### src/rtl/sist_pkg.sv
// Shared types and constants for the source address seen table.
package sist_pkg;

  localparam logic [1:0] OUT_IGNORED  = 2'd0;
  localparam logic [1:0] OUT_KNOWN    = 2'd1;
  localparam logic [1:0] OUT_INSERTED = 2'd2;
  localparam logic [1:0] OUT_FULL     = 2'd3;

  localparam logic [15:0] TYPE_VLAN = 16'h8100;
  localparam logic [15:0] TYPE_IPV4 = 16'h0800;
  localparam logic [15:0] TYPE_IPV6 = 16'h86dd;
  localparam logic [7:0]  VER_IPV4  = 8'h45;
  localparam logic [7:0]  VER_IPV6  = 8'h60;
  localparam logic [11:0] VLAN_MASK = 12'hfff;

  // Controller to datapath commands
  typedef struct packed {
    logic load;     // capture a new item
    logic hstep;    // add one byte lane pair to the hash sum
    logic quo;      // register the hash quotient
    logic home;     // set probe pointer to the home slot
    logic clr_step; // write zero at the clear pointer
    logic rd;       // mark the table read at probe pointer
    logic adv;      // advance probe pointer
    logic wr;       // write the address at probe pointer
  } sist_cmd_t;

  // Datapath to controller status
  typedef struct packed {
    logic clr_done;
    logic active;   // item is IPv4 or IPv6
    logic hlast;    // last hash step
    logic match;
    logic empty;
    logic last;
  } sist_sts_t;

  function automatic logic [7:0] v6_weight(input logic [3:0] k);
    logic [7:0] w;
    case (k)
      4'd0: w = 8'd1;   4'd1: w = 8'd2;   4'd2: w = 8'd3;   4'd3: w = 8'd5;
      4'd4: w = 8'd7;   4'd5: w = 8'd11;  4'd6: w = 8'd13;  4'd7: w = 8'd17;
      4'd8: w = 8'd19;  4'd9: w = 8'd23;  4'd10: w = 8'd29; 4'd11: w = 8'd31;
      4'd12: w = 8'd37; 4'd13: w = 8'd41; 4'd14: w = 8'd43; default: w = 8'd47;
    endcase
    return w;
  endfunction

endpackage

### src/rtl/sist_ctrl.sv
// Controller: clearing sweep, probe sequencing and output handshake.
module sist_ctrl (
  input  logic                clk,
  input  logic                rst,
  input  logic                in_valid,
  output logic                in_stall,
  output logic                out_valid,
  input  logic                out_stall,
  output logic [1:0]          outcome,
  output logic                res_v6,
  output logic [7:0]          slot,
  output logic [11:0]         vlan_id,
  input  logic                dp_v6,
  input  logic [7:0]          dp_slot,
  input  logic [11:0]         dp_vlan,
  output sist_pkg::sist_cmd_t cmd,
  input  sist_pkg::sist_sts_t sts
);
  import sist_pkg::*;

  localparam logic [2:0] S_CLEAR = 3'd0;
  localparam logic [2:0] S_IDLE  = 3'd1;
  localparam logic [2:0] S_HASH  = 3'd2;
  localparam logic [2:0] S_QUO   = 3'd3;
  localparam logic [2:0] S_HOME  = 3'd4;
  localparam logic [2:0] S_READ  = 3'd5;
  localparam logic [2:0] S_CMP   = 3'd6;
  localparam logic [2:0] S_DONE  = 3'd7;

  logic [2:0] state, state_next;
  logic [1:0] res, res_next;
  logic       take, free;

  // Result register frees when empty or being taken
  assign free     = !out_valid || !out_stall;
  assign in_stall = !(state == S_IDLE);
  assign take     = in_valid && !in_stall;

  always_comb begin
    state_next = state;
    res_next   = res;
    cmd        = '0;
    case (state)
      S_CLEAR: begin
        cmd.clr_step = !sts.clr_done;
        if (sts.clr_done) state_next = S_IDLE;
      end
      S_IDLE: begin
        if (take) begin
          cmd.load   = 1'b1;
          state_next = S_HASH;
        end
      end
      S_HASH: begin
        if (!sts.active) begin
          res_next   = OUT_IGNORED;
          state_next = S_DONE;
        end else begin
          cmd.hstep = 1'b1;
          if (sts.hlast) state_next = S_QUO;
        end
      end
      S_QUO: begin
        cmd.quo    = 1'b1;
        state_next = S_HOME;
      end
      S_HOME: begin
        cmd.home   = 1'b1;
        state_next = S_READ;
      end
      S_READ: begin
        cmd.rd     = 1'b1;
        state_next = S_CMP;
      end
      S_CMP: begin
        if (sts.match) begin
          res_next   = OUT_KNOWN;
          state_next = S_DONE;
        end else if (sts.empty) begin
          cmd.wr     = 1'b1;
          res_next   = OUT_INSERTED;
          state_next = S_DONE;
        end else if (sts.last) begin
          res_next   = OUT_FULL;
          state_next = S_DONE;
        end else begin
          cmd.adv    = 1'b1;
          state_next = S_READ;
        end
      end
      S_DONE: begin
        if (free) state_next = S_IDLE;
      end
      default: state_next = S_CLEAR;
    endcase
  end

  always_ff @(posedge clk) begin
    if (rst) begin
      state     <= S_CLEAR;
      out_valid <= 1'b0;
    end else begin
      state <= state_next;
      if (state == S_DONE && free) out_valid <= 1'b1;
      else if (!out_stall)         out_valid <= 1'b0;
    end
  end

  always_ff @(posedge clk) begin
    res <= res_next;
    if (state == S_DONE && free) begin
      outcome <= res;
      res_v6  <= (res == OUT_IGNORED) ? 1'b0 : dp_v6;
      slot    <= (res == OUT_IGNORED || res == OUT_FULL) ? 8'd0 : dp_slot;
      vlan_id <= dp_vlan;
    end
  end

`ifndef ASSERT_OFF
  a_out_hold: assert property (@(posedge clk) disable iff (rst)
    out_valid && out_stall |=> out_valid && $stable(outcome) && $stable(slot))
    else $error("result changed under stall");
  a_take_idle: assert property (@(posedge clk) disable iff (rst)
    take |=> state == S_HASH) else $error("item taken outside idle");
  a_wr_insert: assert property (@(posedge clk) disable iff (rst)
    cmd.wr |=> state == S_DONE && res == OUT_INSERTED)
    else $error("write without insert result");
`endif
endmodule

### config.mk
export PLATFORM = sky130hd
export DESIGN_NAME = sist_ctrl
export DESIGN_NICKNAME = d
export VERILOG_FILES = /design/src/rtl/sist_pkg.sv /design/src/rtl/sist_ctrl.sv
export SDC_FILE = /design/constraint.sdc
export NUM_CORES = 1
export LEC_CHECK = 0
export BUFFER_PORTS_ARGS = -buffer_cell sky130_fd_sc_hd__buf_2
export CORE_ASPECT_RATIO = 2
export CORE_MARGIN = 3
export CORE_UTILIZATION = 30
export DETAILED_ROUTE_END_ITERATION = 10
export GPL_ROUTABILITY_DRIVEN = 0
export SLEW_MARGIN = 10
export SYNTH_ARGS = -nofsm -noshare
export SYNTH_HDL_FRONTEND = slang
export SYNTH_SLANG_ARGS = --single-unit
export TNS_END_PERCENT = 100
### constraint.sdc
create_clock -name clk -period 2.88 [get_ports clk]
set_input_delay 0.144 -clock clk [delete_from_list [all_inputs] [get_ports clk]]
set_output_delay 0.144 -clock clk [all_outputs]
set_load 0.005 [all_outputs]
==> results of run 1 <==
synth_stat cells (all sizes together):
cell type | number | area, µm²
o21ai | 3 | 15.0
dfxtp | 4 | 80.1
nor4 | 1 | 6.26
buf | 3 | 27.5
nand3b | 1 | 11.3
nor2b | 4 | 25.0
a2111oi | 1 | 10.0
inv | 6 | 22.5
a221oi | 1 | 15.0
nor2 | 8 | 30.0
nor4b | 1 | 15.0
and2 | 9 | 56.3
ha | 1 | 12.5
a21boi | 1 | 7.51
mux2i | 1 | 10.0
a211oi | 1 | 12.5
a21oi | 3 | 15.0
edfxtp | 25 | 751
and3 | 1 | 7.51
or2b | 1 | 7.51
nand3 | 2 | 10.0
nand2 | 3 | 11.3
nor3 | 4 | 25.0
or2 | 1 | 6.26
nand2b | 2 | 12.5
metal layers:
layer | up-vias | global-route usage
met2 | 69 | 0.193
met1 | 399 | 0.0987
li1 | 450 | -
met4 | 0 | 0.0404
met5 | - | 0
met3 | 5 | 0.0579
final cells by class:
| class | count | area (µm²) | share of cell area |
|---|---|---|---|
| sequential | 29 | 831 | 0.505 |
| clock buffer | 5 | 68.8 | 0.0418 |
| multi-input combinational | 50 | 325 | 0.198 |
| timing repair buffer | 64 | 323 | 0.196 |
| inverter | 6 | 22.5 | 0.0137 |
| tap | 51 | 63.8 | 0.0388 |
| clock inverter | 3 | 12.5 | 0.00760 |
kinds of logic (layout without fill, tap and decap cells):
group,Yosys count,after routing,synth area share
simple gates,38,38,0.186
mux,1,1,0.00832
flops,29,29,0.691
buf+inv,9,78,0.0416
fa+ha+maj,1,1,0.0104
compound gates,10,10,0.0624
metrics by stage:
stage               hold WS, ns  total power (µW)  worst slack (ns)  utilization  instances
floorplan                 0.210               621             0.685            -         88
global placement          0.327               664              1.41        0.407        200
detailed placement        0.324               671              1.34        0.407        200
CTS                      0.0422               976              1.26        0.428        208
global route             0.0403              1020              1.14        0.428        208
finish                   0.0519               959              1.27        0.428        208
worst max path at each step:
stage / from / to / slack, ns / depth (start not counted)
after floorplan: state[2]$_SDFFE_PP0P_ / outcome[0]$_DFFE_PP_ / 0.69 / 3
after global placement: state[1]$_SDFFE_PP0P_ / vlan_id[2]$_DFFE_PP_ / 1.41 / 3
after detailed placement: state[1]$_SDFFE_PP0P_ / vlan_id[2]$_DFFE_PP_ / 1.34 / 3
after CTS: state[2]$_SDFFE_PP0P_ / cmd[1] / 1.26 / 3
after global routing: state[2]$_SDFFE_PP0P_ / cmd[1] / 1.14 / 3
final: state[2]$_SDFFE_PP0P_ / cmd[1] / 1.27 / 3
power by group through the flow:
stage | clock (µW) | sequential, µW | combinational [µW]
finish | 298 | 512 | 149
global route | 334 | 516 | 168
CTS | 312 | 511 | 153
detailed placement | 0 | 519 | 151
global placement | 0 | 516 | 148
floorplan | 0 | 494 | 127
registers in the layout (all words and copies together), names as in the netlist:
| register | flops |
|---|---|
| out_valid | 1 |
| outcome | 2 |
| vlan_id | 12 |
| slot | 8 |
| res | 2 |
| state | 3 |
| res_v6 | 1 |
critical path, stage by stage, from the launching register on:
cell     delay, ns
dfxtp_1       0.55
nor4b_2       0.35
nor2b_1       0.17
buf_2         0.12
==> impl_metrics.env, run 1 <==
export IMPL_status="finished, final reports clean"
export IMPL_p_int_uw=715
export IMPL_die_area_um2=4850
export IMPL_hold_buffers=0
export IMPL_rsz0062_at_grt="false"
export IMPL_powerDensity_nw_per_um2=582
export IMPL_syn_nets=120
export IMPL_slew_headroom=0.726
export IMPL_drt_iter0_markers=6
export IMPL_ff2ff_setup_slack_ns=1.33
export IMPL_root_buffer="clkbuf_8"
export IMPL_clockBufferDepth=2
export IMPL_holdCritPathClass="in2reg"
export IMPL_wl_per_cell_um=11.7
export IMPL_setup_viol=0
export IMPL_seqPwrFrac=0.533
export IMPL_finalCritPeriodShare=0.559
export IMPL_start_util=0.313
export IMPL_post_cts_buffers=0
export IMPL_p_leak_uw=0.000702
export IMPL_final_cell_mix="buf_2, edfxtp_1, and2_1"
export IMPL_n_fill_cell=403
export IMPL_portBuffers=63
export IMPL_hold_viol_final=0
export IMPL_min_to="vlan_id[10]$_DFFE_PP_"
export IMPL_cts_tree="built"
export IMPL_layout_drive_gt1_share=0.490
export IMPL_grt_ovfl_total=0
export IMPL_vias=923
export IMPL_cts_made_buffers=5
export IMPL_pwr_share_comb=0.156
export IMPL_wl_met3_um=363
export IMPL_path_max_fanout=11
export IMPL_yosysSeqAreaShare=0.691
export IMPL_dp_hpwl_mm=1.98
export IMPL_period_needed_ns=1.61
export IMPL_ys_seq_elements=29
export IMPL_reg2reg_from="state[1]$_SDFFE_PP0P_"
export IMPL_netlist_instances=88
export IMPL_arrival_ns=1.46
export IMPL_timing_rr_end="vlan_id[6]$_DFFE_PP_"
export IMPL_maxCapViolations=0
export IMPL_cts_resized_gates=0
export IMPL_worstHoldStart="dp_vlan[10]"
export IMPL_ant_nets=0
export IMPL_slew_viol_final=0
export IMPL_diodes=0
export IMPL_finClkSkew_ns=0.00665
export IMPL_grt_pass1_wl_mm=3.91
export IMPL_rows=32
export IMPL_core_area_um2=3840
export IMPL_p_clk_frac=0.311
export IMPL_clock_latency_ns=0.27
export IMPL_cp_required_ns=2.74
export IMPL_cts_sinks=29
export IMPL_io_pins=64
export IMPL_cp_start_kind="flip-flop"
export IMPL_synthDistinctLibCells=28
export IMPL_clk_pin_slew_ns=0.06
export IMPL_end_kind="output port"
export IMPL_wl_mm=2.43
export IMPL_die_h_um=95.5
export IMPL_dr_wl_met2_mm=1.15
export IMPL_syn_area_per_cell_um2=13.7
export IMPL_stdcell_area_um2=1650
export IMPL_min_path_cells=1
export IMPL_final_common_cell="buf_2"
export IMPL_wl_met1_um=866
export IMPL_nets=188
export IMPL_drc=0
export IMPL_die_x_um=50.8
export IMPL_switching_power_uw=244
export IMPL_fmax_mhz=622
export IMPL_grt_use_total=0.107
export IMPL_placed_area_um2=1570
export IMPL_reg2reg_depth=3
export IMPL_dr_max_layer_used="met4"
export IMPL_ir_worst_vdd_mv=0.315
export IMPL_post_drt_via_cell_ratio=4.44
export IMPL_swShare=0.254
export IMPL_grt_max_degree=24
export IMPL_grt_pass1_vias=927
export IMPL_crit_type="reg2out"
export IMPL_finalSetupTns_ns=0
export IMPL_synth_warnings=0
export IMPL_antenna_found_initial=0
export IMPL_area_delta_synth_final_pct=36.9
export IMPL_syn_area_um2=1200
export IMPL_worst_pin_slew_ns=0.410
export IMPL_drt_pass1_iterations=4
export IMPL_h_tree_depth=2
Note: power is estimated with default switching activity, not from simulation.
==> run 2, diff against run 1 <==
--- a/config.mk
+++ b/config.mk
@@ -5,6 +5,7 @@
 export SDC_FILE = /design/constraint.sdc
 export NUM_CORES = 1
 export LEC_CHECK = 0
+export ABC_AREA = 1
 export BUFFER_PORTS_ARGS = -buffer_cell sky130_fd_sc_hd__buf_2
 export CORE_ASPECT_RATIO = 2
 export CORE_MARGIN = 3
==> constraint.sdc (replaced) <==
create_clock -name clk -period 1.5 [get_ports clk]
set_input_delay 0.075 -clock clk [delete_from_list [all_inputs] [get_ports clk]]
set_output_delay 0.075 -clock clk [all_outputs]
set_load 0.005 [all_outputs]
==> impl_metrics.env, run 2 <==
export IMPL_maxCapViolations=0
export IMPL_synth_simple_area_share=0.152
export IMPL_crit_type="reg2reg"
export IMPL_cp_slowest_cell="dfxtp_1"
export IMPL_yosys_mux_area_fraction=0
export IMPL_stdcell_area_um2=1760
export IMPL_grt_use_total=0.120
export IMPL_rsz0062_at_grt="false"
export IMPL_grt_ovfl_total=0
export IMPL_drt_pass1_iterations=4
export IMPL_syn_nets=137
export IMPL_p_leak_uw=0.000866
export IMPL_drt_iter0_markers=16
export IMPL_start_util=0.315
export IMPL_synth_fa_ha_area_frac=0.0109
export IMPL_register_area_um2=832
export IMPL_ant_nets=0
export IMPL_worst_pin_slew_ns=0.255
export IMPL_largest_reg_flops=12
export IMPL_vias=1004
export IMPL_hold_viol_final=0
export IMPL_n_fill_cell=362
export IMPL_post_drt_via_cell_ratio=4.22
export IMPL_grt_pass1_wl_mm=4.28
export IMPL_synth_xor_area_frac=0
export IMPL_h_tree_depth=2
export IMPL_synth_top_cell_by_area="edfxtp_1"
export IMPL_cp_start_kind="flip-flop"
export IMPL_largestRegisters="vlan_id x12, slot x8, state x3"
export IMPL_slew_headroom=0.830
export IMPL_diodes=0
export IMPL_placed_area_um2=1550
export IMPL_ir_worst_vdd_mv=0.667
export IMPL_synth_warnings=0
export IMPL_synth_edf_count=25
export IMPL_multi_input_area_um2=236
export IMPL_syn_area_per_cell_um2=11.0
export IMPL_portBuffers=63
export IMPL_cts_sinks=29
export IMPL_root_buffer="clkbuf_8"
export IMPL_clockBufferDepth=2
export IMPL_finalCritPeriodShare=0.930
export IMPL_grt_max_degree=24
export IMPL_synth_compound_area_frac=0.0359
export IMPL_cp_required_ns=1.48
export IMPL_antenna_found_initial=0
export IMPL_synthArstFlopShare=0
export IMPL_wl_mm=2.62
export IMPL_slew_viol_final=0
export IMPL_clk_pin_slew_ns=0.06
export IMPL_io_pins=64
export IMPL_post_cts_buffers=0
export IMPL_holdCritPathClass="in2reg"
export IMPL_regMostFlops="vlan_id"
export IMPL_nets=220
export IMPL_arrival_ns=1.37
export IMPL_period_needed_ns=1.40
export IMPL_finalWorstSetupSlack_ns=0.104
export IMPL_rows=31
export IMPL_synth_flop_cell="edfxtp_1"
export IMPL_cts_made_buffers=5
export IMPL_powerDensity_nw_per_um2=1130
export IMPL_synth_top_area_frac=0.653
export IMPL_wl_per_cell_um=11.0
export IMPL_area_delta_synth_final_pct=53.4
export IMPL_core_area_um2=3650
export IMPL_final_cell_mix="buf_2, edfxtp_1, inv_1"
export IMPL_fmax_mhz=716
export IMPL_drc=0
export IMPL_path_max_fanout=23
export IMPL_final_common_cell="buf_2"
export IMPL_finClkSkew_ns=0.00182
export IMPL_ys_top_cells_by_area="edfxtp_1, dfxtp_1, inv_1"
export IMPL_layout_drive_gt1_share=0.402
export IMPL_end_kind="flip-flop"
export IMPL_die_x_um=49.8
export IMPL_cts_tree="built"
export IMPL_finalSetupTns_ns=0
export IMPL_clock_latency_ns=0.27
export IMPL_dp_hpwl_mm=2.02
export IMPL_synthDistinctLibCells=13
export IMPL_yosysSeqAreaShare=0.723
export IMPL_ys_seq_elements=29
export IMPL_dp_worst_setup_slack_ns=0.113
export IMPL_crit_chain="inv_2 -> nor2_1 -> inv_1 -> nor2_4 -> buf_12"
export IMPL_status="finished, final reports clean"
export IMPL_synth_top_cells_by_count="edfxtp_1, inv_1, nand2_1"
export IMPL_yosysMostFrequentCell="edfxtp_1"
export IMPL_syn_area_um2=1150
export IMPL_die_area_um2=4660
export IMPL_grt_pass1_vias=988
export IMPL_max_stage_delay_ns=0.44
export IMPL_setup_viol=0
export IMPL_die_h_um=93.6
export IMPL_netlist_instances=105
export IMPL_synth_top_family_by_area="simple AND/OR/NAND/NOR gates"
[run 2: cell count changes after synthesis, moves of 2 or more]
cell      delta
inv_2        +2
nand2b_1     -2
a21oi_1      +4
inv_1       +15
o21ai_1      -2
and2_1       -9
nor2_1       +7
nand3_1      +4
nand2_1     +15
nor2b_1      -4
buf_6        -2
[run 2: power breakdown]
group / total, µW / internal [µW] / switching, µW
sequential: 998 / 944 / 53.2
clock: 586 / 320 / 266
combinational: 414 / 178 / 235
[run 2: worst max-delay path: cells and delay by family (launching register included)]
family,cells,cell delay (ns)
DFF,1,0.44
and+or+nand+nor,2,0.26
buffers and inverters,3,0.40
[run 2: what timing repair did]
action	CTS	global route
resized for setup	0	1
endpoints found under the setup margin	0	3
endpoints found under the hold margin	13	0
hold buffers	13	0
[run 2: metrics by stage]
step	utilization	total power [µW]	hold WS, ns	cells
global route	0.484	2120	0.0688	238
floorplan	-	1240	0.144	105
detailed placement	0.425	1400	0.256	217
global placement	0.425	1390	0.254	217
finish	0.484	2000	0.0632	238
CTS	0.484	2030	0.0535	238
[run 2: final timing paths]
path | from | endpoint | slack [ns] | cells after the start
hold / removal | dp_slot[6] | slot[6]$_SDFFCE_PP0P_ | 0.06 | 3
setup / recovery | state[2]$_SDFFE_PP0P_ | vlan_id[11]$_DFFE_PP_ | 0.10 | 5
hold reg to reg | res[1]$_SDFFCE_PP0P_ | outcome[1]$_DFFE_PP_ | 0.45 | 0
setup reg to reg | state[2]$_SDFFE_PP0P_ | vlan_id[11]$_DFFE_PP_ | 0.10 | 5
[run 2: final cells by class]
cell class,instances,share of cell area
Inverter,23,0.0489
Timing Repair Buffer,77,0.264
Tap cell,49,0.0348
Multi-Input combinational cell,52,0.134
Sequential cell,29,0.472
Clock inverter,2,0.00567
Clock buffer,6,0.0411
[run 2: metal layers]
metal | global-route usage | routed length (µm)
met2 | 0.222 | 1320
met4 | 0.0554 | 46
met3 | 0.0463 | 332
met1 | 0.111 | 922
met5 | 0 | 0
[run 2: cell families (layout without fill, tap and decap cells)]
group	count (synthesis)	in the layout
and+or+nand+nor	43	43
buffers and inverters	24	108
adders and majority gates	1	1
DFF	29	29
AOI/OAI and AO/OA	8	8
